## config.mk

```make
export PLATFORM = sky130hd
export DESIGN_NAME = mouse_event_to_xterm_escape_unit
export DESIGN_NICKNAME = d
export VERILOG_FILES = /design/src/rtl/core/mex_pkg.sv /design/src/rtl/core/mex_sequencer.sv /design/src/rtl/core/mex_datapath.sv /design/src/rtl/core/mouse_event_to_xterm_escape_unit.sv
export SDC_FILE = /design/constraint.sdc
export NUM_CORES = 1
export LEC_CHECK = 0
export BUFFER_PORTS_ARGS = -buffer_cell sky130_fd_sc_hd__buf_2
export CAP_MARGIN = 0
export CORE_AREA = 10 10 238 262
export DETAILED_ROUTE_END_ITERATION = 8
export DIE_AREA = 0 0 248 272
export HOLD_SLACK_MARGIN = 0.03
export SYNTH_ARGS = -nofsm -noshare
export SYNTH_HDL_FRONTEND = slang
export SYNTH_SLANG_ARGS = --single-unit
```

## constraint.sdc

```tcl
create_clock -name clk -period 4.1 [get_ports clk]
set_input_delay 0.205 -clock clk [delete_from_list [all_inputs] [get_ports clk]]
set_output_delay 0.205 -clock clk [all_outputs]
set_load 0.05 [all_outputs]
```

## src/rtl/core/mex_pkg.sv

```systemverilog
// Shared types, constants and the microcode table of the mouse report encoder.
package mex_pkg;

	localparam int unsigned PC_W       = 5;
	localparam int unsigned NUM_DIGITS = 10;
	localparam int unsigned BCD_W      = 4 * NUM_DIGITS;
	localparam int unsigned BIN_W      = 32;
	localparam int unsigned CNT_W      = 5;
	localparam int unsigned PTR_W      = 4;

	localparam logic [15:0] OP_KEY          = 16'h0001;
	localparam logic [15:0] OP_REL          = 16'h0002;
	localparam logic [15:0] AXIS_X          = 16'h0000;
	localparam logic [15:0] AXIS_Y          = 16'h0001;
	localparam logic [15:0] AXIS_WHEEL      = 16'h0008;
	localparam logic [15:0] CODE_LEFT_KEY   = 16'h0110;
	localparam logic [15:0] CODE_RIGHT_KEY  = 16'h0111;
	localparam logic [15:0] CODE_MIDDLE_KEY = 16'h0112;

	localparam logic [6:0] WHEEL_UP_BTN   = 7'd64;
	localparam logic [6:0] WHEEL_DOWN_BTN = 7'd65;
	localparam logic [7:0] X10_OFFSET     = 8'd32;

	localparam logic [7:0] CH_ESC      = 8'h1B;
	localparam logic [7:0] CH_LBRACKET = 8'h5B;
	localparam logic [7:0] CH_LT       = 8'h3C;
	localparam logic [7:0] CH_UPPER_M  = 8'h4D;
	localparam logic [7:0] CH_LOWER_M  = 8'h6D;
	localparam logic [7:0] CH_SEMI     = 8'h3B;
	localparam logic [7:0] CH_ZERO     = 8'h30;
	localparam logic [7:0] CH_NINE     = 8'h39;

	localparam logic [0:0] CFG_TRACKING = 1'b0;
	localparam logic [0:0] CFG_SGR      = 1'b1;

	localparam logic [PC_W-1:0] STEP_IDLE = 5'd0;
	localparam logic [PC_W-1:0] STEP_SGR  = 5'd8;
	localparam logic [PC_W-1:0] STEP_LAST = 5'd22;

	typedef enum logic [2:0] {
		UOP_ACCEPT,
		UOP_BRANCH,
		UOP_EMIT,
		UOP_LOAD,
		UOP_CONVERT,
		UOP_DIGITS
	} uop_t;

	typedef enum logic [3:0] {
		SEL_ESC,
		SEL_LBRACKET,
		SEL_LT,
		SEL_UPPER_M,
		SEL_SEMI,
		SEL_FINAL,
		SEL_X10_BTN,
		SEL_X10_COL,
		SEL_X10_ROW
	} byte_sel_t;

	typedef enum logic [1:0] {
		NUM_BTN,
		NUM_COL,
		NUM_ROW
	} num_sel_t;

	typedef enum logic [1:0] {
		JMP_NEXT,
		JMP_ALWAYS,
		JMP_IF_SGR
	} jmp_t;

	typedef struct packed {
		uop_t            uop;
		byte_sel_t       bsel;
		num_sel_t        nsel;
		jmp_t            jmp;
		logic            last;
		logic [PC_W-1:0] target;
	} ctrl_t;

	typedef struct packed {
		logic done;
		logic sgr;
	} status_t;

	function automatic ctrl_t mk(input uop_t u, input byte_sel_t b, input num_sel_t n,
		input jmp_t j, input logic l, input logic [PC_W-1:0] t);
		ctrl_t w;
		w.uop    = u;
		w.bsel   = b;
		w.nsel   = n;
		w.jmp    = j;
		w.last   = l;
		w.target = t;
		return w;
	endfunction

	// Step 0 waits for an event, step 1 picks the report format, steps 2 to 7 send an X10
	// report and steps 8 to 22 an SGR report with three decimal fields.
	function automatic ctrl_t ucode_rom(input logic [PC_W-1:0] pc);
		ctrl_t w;
		w = mk(UOP_BRANCH, SEL_ESC, NUM_BTN, JMP_ALWAYS, 1'b0, STEP_IDLE);
		unique case (pc)
			5'd0:  w = mk(UOP_ACCEPT,  SEL_ESC,      NUM_BTN, JMP_NEXT,   1'b0, STEP_IDLE);
			5'd1:  w = mk(UOP_BRANCH,  SEL_ESC,      NUM_BTN, JMP_IF_SGR, 1'b0, STEP_SGR);
			5'd2:  w = mk(UOP_EMIT,    SEL_ESC,      NUM_BTN, JMP_NEXT,   1'b0, STEP_IDLE);
			5'd3:  w = mk(UOP_EMIT,    SEL_LBRACKET, NUM_BTN, JMP_NEXT,   1'b0, STEP_IDLE);
			5'd4:  w = mk(UOP_EMIT,    SEL_UPPER_M,  NUM_BTN, JMP_NEXT,   1'b0, STEP_IDLE);
			5'd5:  w = mk(UOP_EMIT,    SEL_X10_BTN,  NUM_BTN, JMP_NEXT,   1'b0, STEP_IDLE);
			5'd6:  w = mk(UOP_EMIT,    SEL_X10_COL,  NUM_BTN, JMP_NEXT,   1'b0, STEP_IDLE);
			5'd7:  w = mk(UOP_EMIT,    SEL_X10_ROW,  NUM_BTN, JMP_ALWAYS, 1'b1, STEP_IDLE);
			5'd8:  w = mk(UOP_EMIT,    SEL_ESC,      NUM_BTN, JMP_NEXT,   1'b0, STEP_IDLE);
			5'd9:  w = mk(UOP_EMIT,    SEL_LBRACKET, NUM_BTN, JMP_NEXT,   1'b0, STEP_IDLE);
			5'd10: w = mk(UOP_EMIT,    SEL_LT,       NUM_BTN, JMP_NEXT,   1'b0, STEP_IDLE);
			5'd11: w = mk(UOP_LOAD,    SEL_ESC,      NUM_BTN, JMP_NEXT,   1'b0, STEP_IDLE);
			5'd12: w = mk(UOP_CONVERT, SEL_ESC,      NUM_BTN, JMP_NEXT,   1'b0, STEP_IDLE);
			5'd13: w = mk(UOP_DIGITS,  SEL_ESC,      NUM_BTN, JMP_NEXT,   1'b0, STEP_IDLE);
			5'd14: w = mk(UOP_EMIT,    SEL_SEMI,     NUM_BTN, JMP_NEXT,   1'b0, STEP_IDLE);
			5'd15: w = mk(UOP_LOAD,    SEL_ESC,      NUM_COL, JMP_NEXT,   1'b0, STEP_IDLE);
			5'd16: w = mk(UOP_CONVERT, SEL_ESC,      NUM_COL, JMP_NEXT,   1'b0, STEP_IDLE);
			5'd17: w = mk(UOP_DIGITS,  SEL_ESC,      NUM_COL, JMP_NEXT,   1'b0, STEP_IDLE);
			5'd18: w = mk(UOP_EMIT,    SEL_SEMI,     NUM_COL, JMP_NEXT,   1'b0, STEP_IDLE);
			5'd19: w = mk(UOP_LOAD,    SEL_ESC,      NUM_ROW, JMP_NEXT,   1'b0, STEP_IDLE);
			5'd20: w = mk(UOP_CONVERT, SEL_ESC,      NUM_ROW, JMP_NEXT,   1'b0, STEP_IDLE);
			5'd21: w = mk(UOP_DIGITS,  SEL_ESC,      NUM_ROW, JMP_NEXT,   1'b0, STEP_IDLE);
			5'd22: w = mk(UOP_EMIT,    SEL_FINAL,    NUM_ROW, JMP_ALWAYS, 1'b1, STEP_IDLE);
			default: w = mk(UOP_BRANCH, SEL_ESC,     NUM_BTN, JMP_ALWAYS, 1'b0, STEP_IDLE);
		endcase
		return w;
	endfunction

endpackage

```

## src/rtl/core/mex_sequencer.sv

```systemverilog
// Microcode step counter with conditional jumps.
module mex_sequencer import mex_pkg::*; (
	input  logic    clk,
	input  logic    arst_n,
	input  status_t status,
	output ctrl_t   ctrl
);

	logic [PC_W-1:0] pc_q;
	logic [PC_W-1:0] pc_nxt;

	assign ctrl = ucode_rom(pc_q);

	always_comb begin
		pc_nxt = pc_q;
		if (status.done) begin
			unique case (ctrl.jmp)
				JMP_NEXT:   pc_nxt = pc_q + 1'b1;
				JMP_ALWAYS: pc_nxt = ctrl.target;
				JMP_IF_SGR: pc_nxt = status.sgr ? ctrl.target : pc_q + 1'b1;
				default:    pc_nxt = STEP_IDLE;
			endcase
		end
	end

	always_ff @(posedge clk or negedge arst_n) begin
		if (!arst_n) begin
			pc_q <= STEP_IDLE;
		end else begin
			pc_q <= pc_nxt;
		end
	end

	// The program never runs past its final step.
	a_pc_range: assert property (@(posedge clk) disable iff (!arst_n) pc_q <= STEP_LAST)
		else $error("step counter outside the program");

	// A conversion step repeats until the converter reports completion.
	a_convert_hold: assert property (@(posedge clk) disable iff (!arst_n)
		(ctrl.uop == UOP_CONVERT && !status.done) |=> ctrl.uop == UOP_CONVERT)
		else $error("conversion left early");

	// The format branch follows the selected report format.
	a_branch: assert property (@(posedge clk) disable iff (!arst_n)
		(ctrl.uop == UOP_BRANCH && ctrl.jmp == JMP_IF_SGR)
		|=> ((pc_q == STEP_SGR) == $past(status.sgr)))
		else $error("format branch went the wrong way");

endmodule

```

## src/rtl/core/mex_datapath.sv

```systemverilog
// Event decode, pointer state, binary to decimal converter and output register.
module mex_datapath import mex_pkg::*; (
	input  logic               clk,
	input  logic               arst_n,
	input  ctrl_t              ctrl,
	output status_t            status,
	input  logic               tracking_en,
	input  logic               sgr_mode,
	input  logic               in_valid,
	output logic               in_ready,
	input  logic [15:0]        op,
	input  logic [15:0]        event_code,
	input  logic signed [31:0] event_value,
	output logic               out_valid,
	input  logic               out_ready,
	output logic [7:0]         out_byte,
	output logic               last_byte
);

	logic [31:0]      pos_x_q, pos_y_q;
	logic [2:0]       mask_q;
	logic [6:0]       btn_q;
	logic             press_q;
	logic [BIN_W-1:0] bin_q;
	logic [BCD_W-1:0] bcd_q;
	logic [CNT_W-1:0] cnt_q;
	logic [PTR_W-1:0] ptr_q;
	logic             started_q;
	logic             out_valid_q;
	logic [7:0]       out_byte_q;
	logic             last_q;

	logic             accept, report, upd_x, upd_y, upd_mask, key_hit, wheel_up, press_nxt;
	logic [1:0]       idx;
	logic [2:0]       mask_nxt;
	logic [6:0]       btn_nxt;
	logic [31:0]      value_u;
	logic [31:0]      col, row;
	logic [BIN_W-1:0] num_val, bin_nxt;
	logic [BCD_W-1:0] bcd_adj, bcd_nxt;
	logic [3:0]       cur_digit;
	logic             skip, can_load, load;
	logic [7:0]       emit_byte, load_byte;

	function automatic logic [31:0] clamp_plus_one(input logic [31:0] p);
		return p[31] ? 32'd1 : p + 32'd1;
	endfunction

	assign value_u  = $unsigned(event_value);
	assign in_ready = (ctrl.uop == UOP_ACCEPT);
	assign accept   = in_valid && in_ready;

	always_comb begin
		idx     = 2'd0;
		key_hit = 1'b0;
		unique case (event_code)
			CODE_LEFT_KEY:   begin idx = 2'd0; key_hit = 1'b1; end
			CODE_RIGHT_KEY:  begin idx = 2'd1; key_hit = 1'b1; end
			CODE_MIDDLE_KEY: begin idx = 2'd2; key_hit = 1'b1; end
			default:    ;
		endcase
		mask_nxt = (value_u != 32'd0) ? (mask_q | (3'b001 << idx)) : (mask_q & ~(3'b001 << idx));
		wheel_up = !value_u[31] && (value_u != 32'd0);
		report   = 1'b0;
		upd_x    = 1'b0;
		upd_y    = 1'b0;
		upd_mask = 1'b0;
		btn_nxt  = {5'd0, idx};
		press_nxt = 1'b1;
		if (tracking_en) begin
			if (op == OP_REL) begin
				upd_x = (event_code == AXIS_X);
				upd_y = (event_code == AXIS_Y);
				if (event_code == AXIS_WHEEL && sgr_mode) begin
					report  = 1'b1;
					btn_nxt = wheel_up ? WHEEL_UP_BTN : WHEEL_DOWN_BTN;
				end
			end else if (op == OP_KEY && key_hit) begin
				upd_mask  = 1'b1;
				report    = 1'b1;
				press_nxt = (value_u != 32'd0);
				btn_nxt   = sgr_mode ? ({5'd0, idx} + {4'd0, mask_nxt}) : {5'd0, idx};
			end
		end
	end

	assign col = clamp_plus_one(pos_x_q);
	assign row = clamp_plus_one(pos_y_q);

	always_comb begin
		unique case (ctrl.nsel)
			NUM_BTN: num_val = {25'd0, btn_q};
			NUM_COL: num_val = col;
			NUM_ROW: num_val = row;
			default: num_val = '0;
		endcase
	end

	// One shift-and-add-3 step: correct each decimal digit, then shift in the next bit.
	always_comb begin
		for (int i = 0; i < NUM_DIGITS; i++) begin
			bcd_adj[4*i +: 4] = (bcd_q[4*i +: 4] >= 4'd5) ? bcd_q[4*i +: 4] + 4'd3
			                                              : bcd_q[4*i +: 4];
		end
		bcd_nxt = {bcd_adj[BCD_W-2:0], bin_q[BIN_W-1]};
		bin_nxt = {bin_q[BIN_W-2:0], 1'b0};
	end

	assign cur_digit = bcd_q[{ptr_q, 2'b00} +: 4];
	assign skip      = (cur_digit == 4'd0) && !started_q && (ptr_q != '0);
	assign can_load  = !out_valid_q || out_ready;

	always_comb begin
		unique case (ctrl.bsel)
			SEL_ESC:      emit_byte = CH_ESC;
			SEL_LBRACKET: emit_byte = CH_LBRACKET;
			SEL_LT:       emit_byte = CH_LT;
			SEL_UPPER_M:  emit_byte = CH_UPPER_M;
			SEL_SEMI:     emit_byte = CH_SEMI;
			SEL_FINAL:    emit_byte = press_q ? CH_UPPER_M : CH_LOWER_M;
			SEL_X10_BTN:  emit_byte = {1'b0, btn_q} + X10_OFFSET;
			SEL_X10_COL:  emit_byte = col[7:0] + X10_OFFSET;
			SEL_X10_ROW:  emit_byte = row[7:0] + X10_OFFSET;
			default:      emit_byte = CH_ESC;
		endcase
	end

	assign load      = can_load && ((ctrl.uop == UOP_EMIT) || (ctrl.uop == UOP_DIGITS && !skip));
	assign load_byte = (ctrl.uop == UOP_DIGITS) ? (CH_ZERO + {4'd0, cur_digit}) : emit_byte;

	always_comb begin
		status.sgr = sgr_mode;
		unique case (ctrl.uop)
			UOP_ACCEPT:  status.done = accept && report;
			UOP_BRANCH:  status.done = 1'b1;
			UOP_EMIT:    status.done = load;
			UOP_LOAD:    status.done = 1'b1;
			UOP_CONVERT: status.done = (cnt_q == '1);
			UOP_DIGITS:  status.done = load && (ptr_q == '0);
			default:     status.done = 1'b0;
		endcase
	end

	always_ff @(posedge clk or negedge arst_n) begin
		if (!arst_n) begin
			pos_x_q <= '0;
			pos_y_q <= '0;
			mask_q  <= '0;
		end else if (accept) begin
			if (upd_x) begin
				pos_x_q <= pos_x_q + value_u;
			end
			if (upd_y) begin
				pos_y_q <= pos_y_q + value_u;
			end
			if (upd_mask) begin
				mask_q <= mask_nxt;
			end
		end
	end

	always_ff @(posedge clk) begin
		if (accept && report) begin
			btn_q   <= btn_nxt;
			press_q <= press_nxt;
		end
		if (ctrl.uop == UOP_LOAD) begin
			bin_q <= num_val;
			bcd_q <= '0;
		end else if (ctrl.uop == UOP_CONVERT) begin
			bin_q <= bin_nxt;
			bcd_q <= bcd_nxt;
		end
		if (load) begin
			out_byte_q <= load_byte;
			last_q     <= ctrl.last;
		end
	end

	always_ff @(posedge clk or negedge arst_n) begin
		if (!arst_n) begin
			cnt_q       <= '0;
			ptr_q       <= '0;
			started_q   <= 1'b0;
			out_valid_q <= 1'b0;
		end else begin
			if (ctrl.uop == UOP_LOAD) begin
				cnt_q     <= '0;
				ptr_q     <= PTR_W'(NUM_DIGITS - 1);
				started_q <= 1'b0;
			end else if (ctrl.uop == UOP_CONVERT) begin
				cnt_q <= cnt_q + 1'b1;
			end else if (ctrl.uop == UOP_DIGITS) begin
				if (skip) begin
					ptr_q <= ptr_q - 1'b1;
				end else if (load) begin
					started_q <= 1'b1;
					ptr_q     <= ptr_q - 1'b1;
				end
			end
			if (load) begin
				out_valid_q <= 1'b1;
			end else if (out_ready) begin
				out_valid_q <= 1'b0;
			end
		end
	end

	assign out_valid = out_valid_q;
	assign out_byte  = out_byte_q;
	assign last_byte = last_q;

	// Every bit has been shifted into the decimal register before digits go out.
	a_bin_empty: assert property (@(posedge clk) disable iff (!arst_n)
		(ctrl.uop == UOP_DIGITS) |-> (bin_q == '0))
		else $error("digits sent before conversion finished");

	// A digit step only ever loads an ASCII decimal digit.
	a_digit_ascii: assert property (@(posedge clk) disable iff (!arst_n)
		(load && ctrl.uop == UOP_DIGITS) |=> (out_byte_q >= CH_ZERO && out_byte_q <= CH_NINE))
		else $error("decimal digit out of range");

	// Once the final byte of a report is loaded the block takes the next event.
	a_last_then_ready: assert property (@(posedge clk) disable iff (!arst_n)
		(load && ctrl.last) |=> in_ready)
		else $error("no return to idle after the final byte");

endmodule

```

## src/rtl/core/mouse_event_to_xterm_escape_unit.sv

```systemverilog
// Mouse event to xterm report encoder: top level with the configuration registers.
//
// Each accepted word is one input event. Relative X and Y events add their value to two
// wrapping 32-bit pointer positions and produce nothing; button events update a three-bit
// mask and produce a report, and a wheel event produces a report in SGR format only. An
// event that produces no report, and every event while tracking is off, is taken at once
// and the block stays ready. A report leaves one byte per output word, with last_byte
// marking its final byte. After the format branch an X10 report sends six bytes: ESC, [,
// M, then the button, column and row bytes, each offset by 32. An SGR report sends ESC,
// [ and <, three decimal fields split by two separators, and a final M, or m for a button
// release. Each field is loaded, its 32 bits pass through the binary to decimal converter
// one bit per cycle, and its ten digit positions are stepped through, a leading zero being
// dropped. The output register lets the next event be accepted while the final byte of
// the previous report still waits, and any stall on the output side holds the report.
// Configuration should only be written while no report is in progress.
module mouse_event_to_xterm_escape_unit import mex_pkg::*; (
	input  logic               clk,
	input  logic               arst_n,
	input  logic               cfg_write_en,
	input  logic [0:0]         cfg_index,
	input  logic [0:0]         cfg_data,
	input  logic               in_valid,
	output logic               in_ready,
	input  logic [15:0]        op,
	input  logic [15:0]        event_code,
	input  logic signed [31:0] event_value,
	output logic               out_valid,
	input  logic               out_ready,
	output logic [7:0]         out_byte,
	output logic               last_byte
);

	logic    tracking_q;
	logic    sgr_q;
	ctrl_t   ctrl;
	status_t status;

	// Configuration registers: tracking on or off, and the report format.
	always_ff @(posedge clk or negedge arst_n) begin
		if (!arst_n) begin
			tracking_q <= 1'b0;
			sgr_q      <= 1'b0;
		end else if (cfg_write_en) begin
			unique case (cfg_index)
				CFG_TRACKING: tracking_q <= cfg_data[0];
				CFG_SGR:      sgr_q      <= cfg_data[0];
				default:      ;
			endcase
		end
	end

	// The sequencer steps through the microcode; the datapath carries out each control word.
	mex_sequencer u_seq (
		.clk    (clk),
		.arst_n (arst_n),
		.status (status),
		.ctrl   (ctrl)
	);

	mex_datapath u_dp (
		.clk         (clk),
		.arst_n      (arst_n),
		.ctrl        (ctrl),
		.status      (status),
		.tracking_en (tracking_q),
		.sgr_mode    (sgr_q),
		.in_valid    (in_valid),
		.in_ready    (in_ready),
		.op          (op),
		.event_code  (event_code),
		.event_value (event_value),
		.out_valid   (out_valid),
		.out_ready   (out_ready),
		.out_byte    (out_byte),
		.last_byte   (last_byte)
	);

endmodule
```

==> out/results.txt <==
outcome: finished, final reports clean
worst skew pair latency: 0.46 ns
num ports: 82
ranking of synthesized cells by area: dfrtp_1 16%, edfxtp_1 11%, ha_1 9.4%
top-count cell post-synth: nand2_1
critical path's slowest cell: dfrtp_1
Antenna Nets Post-Route: 0
die area: 0.0675 sq mm
Critical Path Source: u_seq.pc_q[1]
Vias/cell: 4.87
area share of the leading cell type in the synthesized netlist: 0.164
Post-CTS Setup Bufs: 0
largest net degree at the start of global routing: 66
root buffer cell: clkbuf_16
fmax: 284 MHz
first-pass GRT wire length: 60.9 mm
total chip power: 0.00682 W
RR Startpoint: u_seq.pc_q[1]
Synth Flop Type: dfrtp_1
min Tclk post-route: 3.52 ns
via count: 11540
Core Region: 0.0570 sq mm
drt wl/cell: 16.1 um
Net Count, Synth: 1708
fin crit share: 0.858
Yosys reg bits: 172
asr flop ratio synth: 0.494
crit path launch type: flop
Top Family by Delay on Critical Path: simple AND/OR/NAND/NOR gates
register area share after synthesis: 0.335
initial antenna violation count: 3
hpwl dp: 29.8 mm
yosys warns: 0
area grow syn2layout: 14.6%
post-route cell area: 0.0148 sq mm
Detailed Route Iter0 Violations: 796
RD Place Congestion: 0.871
static leakage: 5.84 nW
count of flip-flops with a built-in enable after synthesis: 47
Port Buf Inserts: 81
worst hold path type: primary input to flop
critical path type: flop to flop
largest area contributor in the netlist: dfrtp_1
top cells by count, synth: 211 x nand2_1, 136 x a21oi_1, 134 x o21ai_0
slew of the pin with the lowest slew margin: 0.923 ns
WP data required: 4.48 ns
syn_area_per_cell: 8.42 sq um
unrepaired setup endpoints after global routing: false
cell chain of the critical path: inv_1 > ha_1 > or3b_2 > a21oi_1 > or2_2 > a2111o_1 > or2_2 > or3b_1 > o221ai_2 > xnor2_1
vias in the first global route: 11553
final worst setup slack: 0.580 ns
VDD IR-drop max: 259 uV
sum of negative setup slack: 0 ns
Pre-antenna DRT Iters: 7
Die Ht: 272 um
CTS tree: done
# DRC: 0
min-delay src: cfg_write_en
initial core utilization: 0.227
synth unique cells: 80
Buf/Inv on CP: 1
Post-CTS Resized: 0
Rows: 92
max-cap viol count: 0
final WL: 38.1 mm
CP Max Fanout: 33
CTS Buffer Depth: 2
dpl cell area: 0.0142 sq mm
Final setup viols: 0
global-route congestion overflow total: 0
Hold Fails Final Rpt: 0
most used cell, CP: or2_2
Cell Pwr Density: 460 mW/mm^2
layout cell share with drive strength beyond 1: 0.101
Clock Skew: 0.0129 ns
crit path DAT: 3.90 ns
CTS Sinks: 172
Slew HR: 0.380
Slew Viols, Final: 0
CTS buffer count: 17
Placement Setup Slack: 0.599 ns
H-tree levels: 4
gr usage total: 0.112
Post-Syn Instances: 1537
die width: 248 um
Crit. End Element: flop
CTS clock-pin slew for the worst setup and hold paths: 0.08 ns
post-synthesis cell area: 0.0129 sq mm
Net count, final: 1774
max incr delay on CP: 0.56 ns
[where the power goes]
part / switching, W / internal [W]
registers: 0.000264 / 0.00228
logic: 0.00176 / 0.000878
clock network: 0.000830 / 0.000811
total: 0.00285 / 0.00396
[repair_timing]
| action | 4_1_cts | 5_1_grt |
|---|---|---|
| endpoints found under the setup margin | 0 | 0 |
| hold endpoints to repair | 55 | 0 |
| hold buffers | 2 | 0 |
[through the flow]
stage / std cells / util / hold WS, ns
after floorplan: 1537 / - / -0.0906
after global placement: 2334 / 0.250 / 0.372
after detailed placement: 2334 / 0.250 / 0.383
after CTS: 2368 / 0.260 / 0.0718
after global routing: 2370 / 0.260 / 0.0960
final: 2370 / 0.260 / 0.0879
[worst paths after layout]
path,to,slack [ns],cells after the start
min in group asynchronous,u_dp.pos_x_q[29],0.42,2
hold / removal,sgr_q,0.09,3
setup / recovery,u_dp.pos_y_q[31],0.58,10
max in group asynchronous,u_dp.pos_y_q[5],2.69,3
setup reg to reg,u_dp.pos_y_q[31],0.58,10
hold reg to reg,u_dp.bcd_q[0],0.48,2
[cell usage in the layout (no fill, tap or decap), drive strengths merged, types with 8 or more instances in the layout]
master	instances
nand4	19
nor2b	18
o21bai	13
or3	8
a21oi	136
nor3b	16
a22o	26
o221ai	10
nand2b	20
ha	97
clkbuf	17
nor2	89
xnor2	58
o21ai	136
dfrtp	85
nand2	211
nor4	15
dfxtp	40
o31ai	12
o22ai	41
o21a	10
nand3	54
nor3	24
and4	8
buf	99
a21o	24
inv	73
mux4	8
and3	24
xor2	63
edfxtp	47
[per-layer routing]
metal  track usage  wire, um
met1         0.136     16800
met2         0.195     19000
met3        0.0176      1250
met4        0.0421       996
met5             0         0
[state kept, by name (all words and copies together), names as in the netlist]
register / count
u_dp.ptr_q: 4
u_dp.cnt_q: 5
u_dp.mask_q: 3
u_dp.started_q: 1
u_dp.btn_q: 5
u_dp.bin_q: 32
u_dp.press_q: 1
u_dp.bcd_q: 40
u_dp.pos_x_q: 32
u_seq.pc_q: 5
u_dp.pos_y_q: 32
u_dp.out_byte: 8
sgr_q: 1
tracking_q: 1
u_dp.last_byte: 1
u_dp.out_valid: 1
[logic make-up (layout without fill, tap and decap cells)]
logic type,count (synthesis),after routing,synth area share
muxes,19,19,0.0231
DFF,172,172,0.335
buffers and inverters,119,198,0.0350
AOI/OAI and AO/OA,481,481,0.232
xor gates and xnor gates,121,121,0.0819
and+or+nand+nor,525,525,0.194
adders and majority gates,100,100,0.0984
other,0,2,0
[worst reg2reg max path, cell delays in order (launching register included)]
cell and delay (ns):
dfrtp_1 0.56, inv_1 0.16, ha_1 0.23, or3b_2 0.19
a21oi_1 0.08, or2_2 0.39, a2111o_1 0.48, or2_2 0.54
or3b_1 0.47, o221ai_2 0.20, xnor2_1 0.13
[layout make-up]
cell class,instances,area [sq um]
antenna,2,5.00
clock buffer,17,425
clock inverter,15,149
fill,6143,42100
inverter,65,244
multi-input combinational,1246,8160
sequential,172,4340
tap,752,941
timing repair buffer,101,576
Power figures use the tool's default switching activity.
